File: src/hdl/vrm_pkg.sv
package vrm_pkg;

  localparam int unsigned MAX_STEPS_DEF = 64;

  localparam int unsigned DIV_NW = 64;  // dividend / quotient width
  localparam int unsigned DIV_DW = 32;  // divisor / remainder width

  // t values: 48-bit saturating Q32.16 plus one code above the cap for "never"
  localparam int unsigned TW = 49;
  localparam logic [TW-1:0] T_CAP = {1'b0, {(TW-1){1'b1}}};
  localparam logic [TW-1:0] T_INF = {1'b1, {(TW-1){1'b0}}};

  localparam logic [1:0] LAST_AXIS = 2'd2;

  // datapath operations
  localparam logic [3:0] OP_IDLE  = 4'd0;
  localparam logic [3:0] OP_LOAD  = 4'd1;
  localparam logic [3:0] OP_DIVC  = 4'd2;
  localparam logic [3:0] OP_CELL  = 4'd3;
  localparam logic [3:0] OP_MUL   = 4'd4;
  localparam logic [3:0] OP_DIST  = 4'd5;
  localparam logic [3:0] OP_DIVT  = 4'd6;
  localparam logic [3:0] OP_DIVD  = 4'd7;
  localparam logic [3:0] OP_MARCH = 4'd8;

  // config register indexes
  localparam logic [1:0] REG_GX   = 2'd0;
  localparam logic [1:0] REG_GY   = 2'd1;
  localparam logic [1:0] REG_GZ   = 2'd2;
  localparam logic [1:0] REG_EDGE = 2'd3;

  typedef struct packed {
    logic [3:0] op;
    logic       div_go;
    logic [1:0] axis;
  } cmd_t;

  typedef struct packed {
    logic div_done;
    logic dir_zero;
    logic march_end;
  } sts_t;

endpackage

File: src/hdl/vrm_ctrl.sv
module vrm_ctrl (
  input  logic          clk,
  input  logic          rst_n,
  input  logic          start,
  output logic          busy,
  output vrm_pkg::cmd_t cmd,
  input  vrm_pkg::sts_t sts
);

  localparam logic [3:0] S_IDLE   = 4'd0;
  localparam logic [3:0] S_DIVC_G = 4'd1;
  localparam logic [3:0] S_DIVC_W = 4'd2;
  localparam logic [3:0] S_CELL   = 4'd3;
  localparam logic [3:0] S_MUL    = 4'd4;
  localparam logic [3:0] S_DIST   = 4'd5;
  localparam logic [3:0] S_DIVT_G = 4'd6;
  localparam logic [3:0] S_DIVT_W = 4'd7;
  localparam logic [3:0] S_DIVD_G = 4'd8;
  localparam logic [3:0] S_DIVD_W = 4'd9;
  localparam logic [3:0] S_MARCH  = 4'd10;

  logic [3:0] state_r, state_nxt;
  logic [1:0] axis_r, axis_nxt;

  always_comb begin
    state_nxt  = state_r;
    axis_nxt   = axis_r;
    cmd.op     = vrm_pkg::OP_IDLE;
    cmd.div_go = 1'b0;
    cmd.axis   = axis_r;
    case (state_r)
      S_IDLE: begin
        if (start) begin
          cmd.op    = vrm_pkg::OP_LOAD;
          axis_nxt  = '0;
          state_nxt = S_DIVC_G;
        end
      end
      S_DIVC_G: begin
        cmd.op     = vrm_pkg::OP_DIVC;
        cmd.div_go = 1'b1;
        state_nxt  = S_DIVC_W;
      end
      S_DIVC_W: begin
        cmd.op = vrm_pkg::OP_DIVC;
        if (sts.div_done) state_nxt = S_CELL;
      end
      S_CELL: begin
        cmd.op    = vrm_pkg::OP_CELL;
        state_nxt = S_MUL;
      end
      S_MUL: begin
        cmd.op    = vrm_pkg::OP_MUL;
        state_nxt = S_DIST;
      end
      S_DIST: begin
        cmd.op = vrm_pkg::OP_DIST;
        if (!sts.dir_zero) state_nxt = S_DIVT_G;
        else if (axis_r == vrm_pkg::LAST_AXIS) state_nxt = S_MARCH;
        else begin
          axis_nxt  = axis_r + 1'b1;
          state_nxt = S_DIVC_G;
        end
      end
      S_DIVT_G: begin
        cmd.op     = vrm_pkg::OP_DIVT;
        cmd.div_go = 1'b1;
        state_nxt  = S_DIVT_W;
      end
      S_DIVT_W: begin
        cmd.op = vrm_pkg::OP_DIVT;
        if (sts.div_done) state_nxt = S_DIVD_G;
      end
      S_DIVD_G: begin
        cmd.op     = vrm_pkg::OP_DIVD;
        cmd.div_go = 1'b1;
        state_nxt  = S_DIVD_W;
      end
      S_DIVD_W: begin
        cmd.op = vrm_pkg::OP_DIVD;
        if (sts.div_done) begin
          if (axis_r == vrm_pkg::LAST_AXIS) state_nxt = S_MARCH;
          else begin
            axis_nxt  = axis_r + 1'b1;
            state_nxt = S_DIVC_G;
          end
        end
      end
      S_MARCH: begin
        cmd.op = vrm_pkg::OP_MARCH;
        if (sts.march_end) state_nxt = S_IDLE;
      end
      default: state_nxt = S_IDLE;
    endcase
  end

  always_ff @(posedge clk) begin
    if (!rst_n) begin
      state_r <= S_IDLE;
      axis_r  <= '0;
    end else begin
      state_r <= state_nxt;
      axis_r  <= axis_nxt;
    end
  end

  assign busy = (state_r != S_IDLE);

  a_done_in_wait: assert property (@(posedge clk) disable iff (!rst_n)
    sts.div_done |-> (state_r == S_DIVC_W || state_r == S_DIVT_W || state_r == S_DIVD_W))
    else $error("divider finished outside a wait state");

  a_start_load: assert property (@(posedge clk) disable iff (!rst_n)
    (state_r == S_IDLE && start) |=> state_r == S_DIVC_G && axis_r == '0)
    else $error("accepted request did not begin setup");

  a_march_exit: assert property (@(posedge clk) disable iff (!rst_n)
    (state_r == S_MARCH && sts.march_end) |=> state_r == S_IDLE)
    else $error("march did not end on final cell");

endmodule
File: config.mk
export PLATFORM = sky130hd
export DESIGN_NAME = vrm_ctrl
export DESIGN_NICKNAME = d
export VERILOG_FILES = /design/src/hdl/vrm_pkg.sv /design/src/hdl/vrm_ctrl.sv
export SDC_FILE = /design/constraint.sdc
export NUM_CORES = 1
export LEC_CHECK = 0
export BUFFER_PORTS_ARGS = -buffer_cell sky130_fd_sc_hd__buf_2
export CAP_MARGIN = 20
export CORE_MARGIN = 2
export CORE_UTILIZATION = 40
export CTS_CLUSTER_DIAMETER = 120
export CTS_CLUSTER_SIZE = 20
export DETAILED_ROUTE_END_ITERATION = 7
export HOLD_SLACK_MARGIN = 0.15
export PLACE_DENSITY = 0.71
export REMOVE_ABC_BUFFERS = 1
export SLEW_MARGIN = 25
export SYNTH_ARGS = -nofsm -noshare
export SYNTH_HDL_FRONTEND = slang
export SYNTH_SLANG_ARGS = --single-unit
File: constraint.sdc
create_clock -name clk -period 3.2 [get_ports clk]
set_clock_uncertainty 0.05 [all_clocks]
set_input_delay 0.48 -clock clk [delete_from_list [all_inputs] [get_ports clk]]
set_output_delay 0.48 -clock clk [all_outputs]
set_load 0.1 [all_outputs]
==> results of run 1 <==
[sequential cells by signal, indices dropped and copies added (netlist names)]
signal / cells
state_r: 4
axis_r: 2
[synthesized netlist by cell type, types with 2 or more instances]
| master | number |
|---|---|
| nor3b_1 | 3 |
| buf_2 | 2 |
| nand2_1 | 5 |
| a211oi_2 | 2 |
| a21oi_1 | 5 |
| o21ai_0 | 6 |
| dfxtp_1 | 6 |
| nor2_1 | 9 |
| nand2b_1 | 4 |
| inv_1 | 4 |
| ha_1 | 2 |
| o32ai_1 | 2 |
| buf_6 | 4 |
[stage by stage]
step / TNS, ns / setup slack (ns) / std cells / util [%]
finish: 0 / 0.908 / 108 / 47.7
global route: 0 / 0.749 / 108 / 47.7
CTS: 0 / 0.904 / 108 / 47.7
detailed placement: 0 / 1.17 / 105 / 46.2
global placement: 0 / 1.19 / 105 / 46.2
floorplan: -0.210 / -0.210 / 74 / -
[cell type report]
| type | instances | area (µm²) |
|---|---|---|
| sequential | 6 | 120 |
| inverter | 5 | 18.8 |
| tap | 16 | 20.0 |
| timing repair buffer | 15 | 80.1 |
| fill | 161 | 797 |
| clock buffer | 3 | 22.5 |
| multi-input combinational | 63 | 465 |
[cells by family (layout without fill, tap and decap cells)]
group	after synthesis	count (layout)
AO/OA/AOI/OAI	25	25
XOR/XNOR	3	3
AND/OR/NAND/NOR	32	32
multiplexers	1	1
adder cells (fa/ha/maj)	2	2
flip-flops	6	6
buffers and inverters	11	23
[critical path: cells and delay by family (launching register included)]
| family | cells | cell delay, ns |
|---|---|---|
| buf+inv | 1 | 0.44 |
| compound gates | 1 | 0.10 |
| simple gates | 2 | 0.49 |
| flops | 1 | 0.49 |
[per-layer routing]
metal  GRT usage [%]  vias up  share of wire (%)
li1                -      304                  -
met4            3.64        0                  0
met1            23.0      284                 47
met3            4.90        0                7.1
met2            22.6       18                 46
met5               0        -                  0
[worst max-delay path by stage]
stage | startpoint | end | depth (start not counted)
3_5_place_dp | state_r[2]$_SDFFE_PN0P_ | cmd[5] | 4
4_1_cts | state_r[2]$_SDFFE_PN0P_ | cmd[5] | 4
3_3_place_gp | state_r[2]$_SDFFE_PN0P_ | cmd[5] | 4
6_report | state_r[2]$_SDFFE_PN0P_ | cmd[5] | 4
5_1_grt | state_r[2]$_SDFFE_PN0P_ | cmd[5] | 4
2_1_floorplan | state_r[2]$_SDFFE_PN0P_ | cmd[5] | 2
==> impl_metrics.yaml, run 1 <==
timing:
  rsz0062_at_grt: "no"
  setup_viol: 0
  slew_headroom_pct: 60.6
  hold_viol_final: 0
  finalMaxSlewViolations: 0
  whs_ns: 0.449
  worst_pin_slew_ns: 0.591
  fin_crit_ns: 2.29
  fmax_mhz: 436
  fin_crit_sh_pct: 71.6
layout:
  area_delta_synth_final_pct: 10.2
  final_common_cell: "buf_2"
  n_antenna_cell: 0
  final_area_um2: 727
  layout_common_cells: "13 x buf_2, 9 x nor2_1, 6 x o21ai_0, 6 x dfxtp_1"
  layout-drive-gt1-share_pct: 33.7
  layout.nets: 102
clocking:
  cts_sinks: 6
  cts-resized-gates: 0
  cts_tree: "yes"
  cts_buffers: 3
  clock_path_buffers: 2
  h-tree-depth: 1
  clkLatencyLatePin_ns: 0.24
  post_cts_buffers: 0
  clkTransAtPathRegs_ns: 0.04
  clockRootBuffer: "clkbuf_4"
  cts_hold_buf: 0
placement:
  io_buffers: 13
  place_congestion: 0.853
  placed_area_um2: 704
  hpwl_um: 1020
critical_path:
  reg2reg_from: "state_r[3]$_SDFFE_PN0P_"
  critPathKind: "flop to output port"
  max_stage_delay_ns: 0.49
  rr_endpoint: "state_r[0]$_SDFFE_PN0P_"
  required_ns: 2.67
  reg2reg_slack_ns: 1.49
  end_kind: "output port"
  worstPathMaxFanout: 14
  path_cells: "nor2_1 > nand2_1 > o21ai_0 > buf_2"
  cp.arrival_ns: 1.76
  r2r.worst_path.cells: 6
  crit_slowest_cell: "dfxtp_1"
  cp-start-kind: "flop"
yosys:
  syn_avg_cell_area_um2: 8.24
  synth_top_area_share_pct: 18.2
  yosys_warnings: 0
  ys_types: 39
  netlist_area_um2: 659
  muxShareOfSynthArea_pct: 1.52
  synthTopCellsByArea: "dfxtp_1 18%, buf_6 6.8%, nor2_1 5.1%"
  synth_fa_ha_area_share_pct: 3.80
  synth_simple_gate_area_share_pct: 31.3
  async_flop_share_pct: 0
  synth_seq_cells: 6
  synth-seq-area-share_pct: 18.2
  synth-main-ff-cell: "dfxtp_1"
  synth_top_family_by_area: "simple AND/OR/NAND/NOR gates"
  synth_top_area_cell: "dfxtp_1"
  synth-edff-count: 0
  syn_inst: 80
  synth_compound_area_share_pct: 28.8
  synth_xor_xnor_area_share_pct: 5.12
grt:
  antenna_found_initial: 0
  gr-usage-all-layers_pct: 15.8
  grt_pass1_vias: 492
  grt_max_degree: 18
  gr-total-overflow: 0
  grt_pass1_wl_um: 2280
routing:
  drtPass1Iterations: 4
  via_per_inst: 5.61
  route.detailed.drc: 0
  post_drt_wl_per_cell_um: 12.4
  drt_iter0_markers: 9
  ant_nets: 0
  routed_wl_um: 1340
  vias: 606
hold_path:
  hold_end: "axis_r[0]$_SDFFE_PN0P_"
  holdCritStartpoint: "axis_r[0]$_SDFFE_PN0P_"
  holdPathStages: 2
  worstHoldPathType: "flop to flop"
floorplanning:
  die_y_um: 44.6
  ios: 14
  dieArea_mm2: 0.00199
  die_w_um: 44.6
  core_mm2: 0.00152
  rows: 14
  initial_core_util_pct: 43.3
run:
  cap_viol_max_count: 0
status:
  outcome: "finished clean"
Power of run 1 is left out: the tool's default activity adds up to more than one toggle a clock period on the data nets, which glitch-free logic cannot reach.
==> run 2: changes to the inputs <==
--- a/config.mk
+++ b/config.mk
@@ -5,6 +5,7 @@
 export SDC_FILE = /design/constraint.sdc
 export NUM_CORES = 1
 export LEC_CHECK = 0
+export ABC_AREA = 1
 export BUFFER_PORTS_ARGS = -buffer_cell sky130_fd_sc_hd__buf_2
 export CAP_MARGIN = 20
 export CORE_MARGIN = 2
@@ -13,7 +14,7 @@
 export CTS_CLUSTER_SIZE = 20
 export DETAILED_ROUTE_END_ITERATION = 7
 export HOLD_SLACK_MARGIN = 0.15
-export PLACE_DENSITY = 0.71
+export PLACE_DENSITY = 0.74
 export REMOVE_ABC_BUFFERS = 1
 export SLEW_MARGIN = 25
 export SYNTH_ARGS = -nofsm -noshare
==> constraint.sdc (replaced) <==
create_clock -name clk -period 1.9 [get_ports clk]
set_clock_uncertainty 0.05 [all_clocks]
set_input_delay 0.285 -clock clk [delete_from_list [all_inputs] [get_ports clk]]
set_output_delay 0.285 -clock clk [all_outputs]
set_load 0.1 [all_outputs]
==> impl_metrics.yaml, run 2 <==
yosys:
  yosys_warnings: 0
  synth_top_family_by_area: "simple AND/OR/NAND/NOR gates"
  synth-edff-count: 0
  syn_inst: 112
  synth_simple_gate_area_share_pct: 50.4
  synth_top_area_cell: "nand2_1"
  netlist_area_um2: 608
  synthTopCellsByArea: "nand2_1 21%, dfxtp_1 20%, nor2_1 14%"
  synth_fa_ha_area_share_pct: 4.12
  synth-main-ff-cell: "dfxtp_1"
  synth-seq-area-share_pct: 19.8
  synth_common_cells: "34 x nand2_1, 23 x nor2_1, 17 x inv_1"
  synth_compound_area_share_pct: 10.1
  synth_top_area_share_pct: 21.0
  syn_avg_cell_area_um2: 5.43
  ys_types: 18
  synth_most_common_cell: "nand2_1"
  synth_seq_cells: 6
  muxShareOfSynthArea_pct: 0
  synth_xor_xnor_area_share_pct: 0
  async_flop_share_pct: 0
critical_path:
  cp_num_buf_inv: 2
  crit_slowest_cell: "dfxtp_1"
  worstPathMaxFanout: 5
  required_ns: 1.56
  cp.arrival_ns: 1.45
  critPathKind: "flop to output port"
  path_delay_family: "flip-flops"
  cp-start-kind: "flop"
  path_cells: "inv_1 > nor2_1 > nand2_2 > o2111ai_1 > buf_12"
  max_stage_delay_ns: 0.39
  end_kind: "output port"
routing:
  route.detailed.drc: 0
  drtPass1Iterations: 4
  drt_iter0_markers: 33
  post_drt_wl_per_cell_um: 10.4
  vias: 714
  via_per_inst: 4.99
  ant_nets: 0
  routed_wl_um: 1480
layout:
  multiInputGateArea_um2: 395
  final_area_um2: 732
  top_register: "state_r"
  layout-drive-gt1-share_pct: 19.7
  largest_register_ffs: 4
  layout.nets: 137
  reg.largest.list: "state_r (4), axis_r (2)"
  seqCellArea_um2: 121
  area_delta_synth_final_pct: 20.4
  layout_common_cells: "33 x nand2_1, 23 x nor2_1, 17 x inv_1"
  n_antenna_cell: 0
  final_core_util_pct: 49.7
  final_common_cell: "nand2_1"
  fillerInstances: 162
floorplanning:
  die_y_um: 43.0
  die_w_um: 43.0
  core_mm2: 0.00147
  initial_core_util_pct: 41.3
  dieArea_mm2: 0.00185
  rows: 14
  ios: 14
grt:
  antenna_found_initial: 0
  grt_pass1_vias: 614
  grt_pass1_wl_um: 2550
  gr-usage-all-layers_pct: 18.2
  grt_max_degree: 9
  gr-total-overflow: 0
timing:
  fin_crit_sh_pct: 94.0
  fmax_mhz: 560
  hold_viol_final: 0
  rsz0062_at_grt: "no"
  final.setup.tns_ns: 0
  slew_headroom_pct: 67.9
  fin_crit_ns: 1.79
  setup_viol: 0
  whs_ns: 0.196
  worst_pin_slew_ns: 0.485
  finalMaxSlewViolations: 0
clocking:
  cts_tree: "yes"
  cts_buffers: 3
  clkLatencyLatePin_ns: 0.24
  clkTransAtPathRegs_ns: 0.04
  h-tree-depth: 1
  clock_path_buffers: 2
  clockRootBuffer: "clkbuf_4"
  cts_sinks: 6
  post_cts_buffers: 0
power:
  power.total_mw: 1.28
  power.leakage_nw: 0.421
  power_frac_comb_pct: 74.8
  sw_frac_of_total_pct: 63.4
  vdd_ir_drop_max_uv: 790
  intPower_uw: 469
  pwr-share-clk_pct: 9.0
  power_frac_seq_pct: 16.2
  p_switching_uw: 812
  p_per_area_mw_per_mm2: 1750
placement:
  placed_area_um2: 703
  io_buffers: 13
  hpwl_um: 1240
  place_congestion: 0.905
status:
  outcome: "finished clean"
hold_path:
  worstHoldPathType: "input port to flop"
run:
  cap_viol_max_count: 0
[run 2: cell count changes after synthesis, sizes merged, moves of 4 or more]
cell,change
buf,-4
inv,+13
nand2,+31
nand2b,-4
nand3,+10
nor2,+15
nor3b,-4
o21ai,-4
[run 2: power groups by stage]
stage                     clock network (mW)  logic, mW  registers (mW)
after global routing                   0.130       1.03           0.215
after CTS                              0.121      0.958           0.205
after detailed placement                   0      0.956           0.206
after floorplan                            0      0.643           0.319
after global placement                     0      0.952           0.205
final                                  0.116      0.958           0.207
[run 2: area by class of cell]
cell class | count | share of cell area, %
Inverter | 18 | 9.23
Multi-Input combinational cell | 86 | 54.0
Clock buffer | 3 | 3.08
Tap cell | 16 | 2.74
Timing Repair Buffer | 14 | 14.4
Sequential cell | 6 | 16.6
[run 2: metal layers]
metal / vias up / track usage [%] / wire length [µm]
met5: - / 0 / 0
met4: 0 / 4.24 / 0
met3: 0 / 5.96 / 94
met2: 30 / 29.1 / 711
met1: 304 / 23.6 / 678
li1: 380 / - / -
[run 2: repair_timing]
action | in CTS | in global routing
gates resized for setup | 0 | 3
setup endpoints to repair | 0 | 3
hold buffers | 0 | 0
[run 2: through the flow]
step	std cells	worst slack, ns
after detailed placement	140	0.351
final	143	0.114
after global placement	140	0.354
after CTS	143	0.0875
after global routing	143	0.0119
after floorplan	110	-1.40
[run 2: cells by family (layout without fill, tap and decap cells)]
group	Yosys count	after routing
DFF	6	6
buffers and inverters	20	35
AOI/OAI and AO/OA	10	10
adders and majority gates	2	2
and+or+nand+nor	74	74
[run 2: worst paths after layout]
kind | cells past startpoint | slack, ns | endpoint | from
max reg2reg | 9 | 0.43 | axis_r[1]$_SDFFE_PN0P_ | state_r[2]$_SDFFE_PN0P_
max | 5 | 0.11 | cmd[3] | state_r[2]$_SDFFE_PN0P_
min | 3 | 0.20 | state_r[2]$_SDFFE_PN0P_ | rst_n
min reg2reg | 2 | 0.48 | state_r[0]$_SDFFE_PN0P_ | state_r[0]$_SDFFE_PN0P_
[run 2: worst register-to-register path, cell delays in order, from the launching register on]
cell and delay, ns:
dfxtp_1 0.39, inv_1 0.09, nor2_1 0.23, nand2_2 0.11, nand3_1 0.14, nand2_2 0.09, nor2_2 0.10, nand2_1 0.05
nand2_1 0.07, nor2_1 0.04
Power figures use the tool's default switching activity.
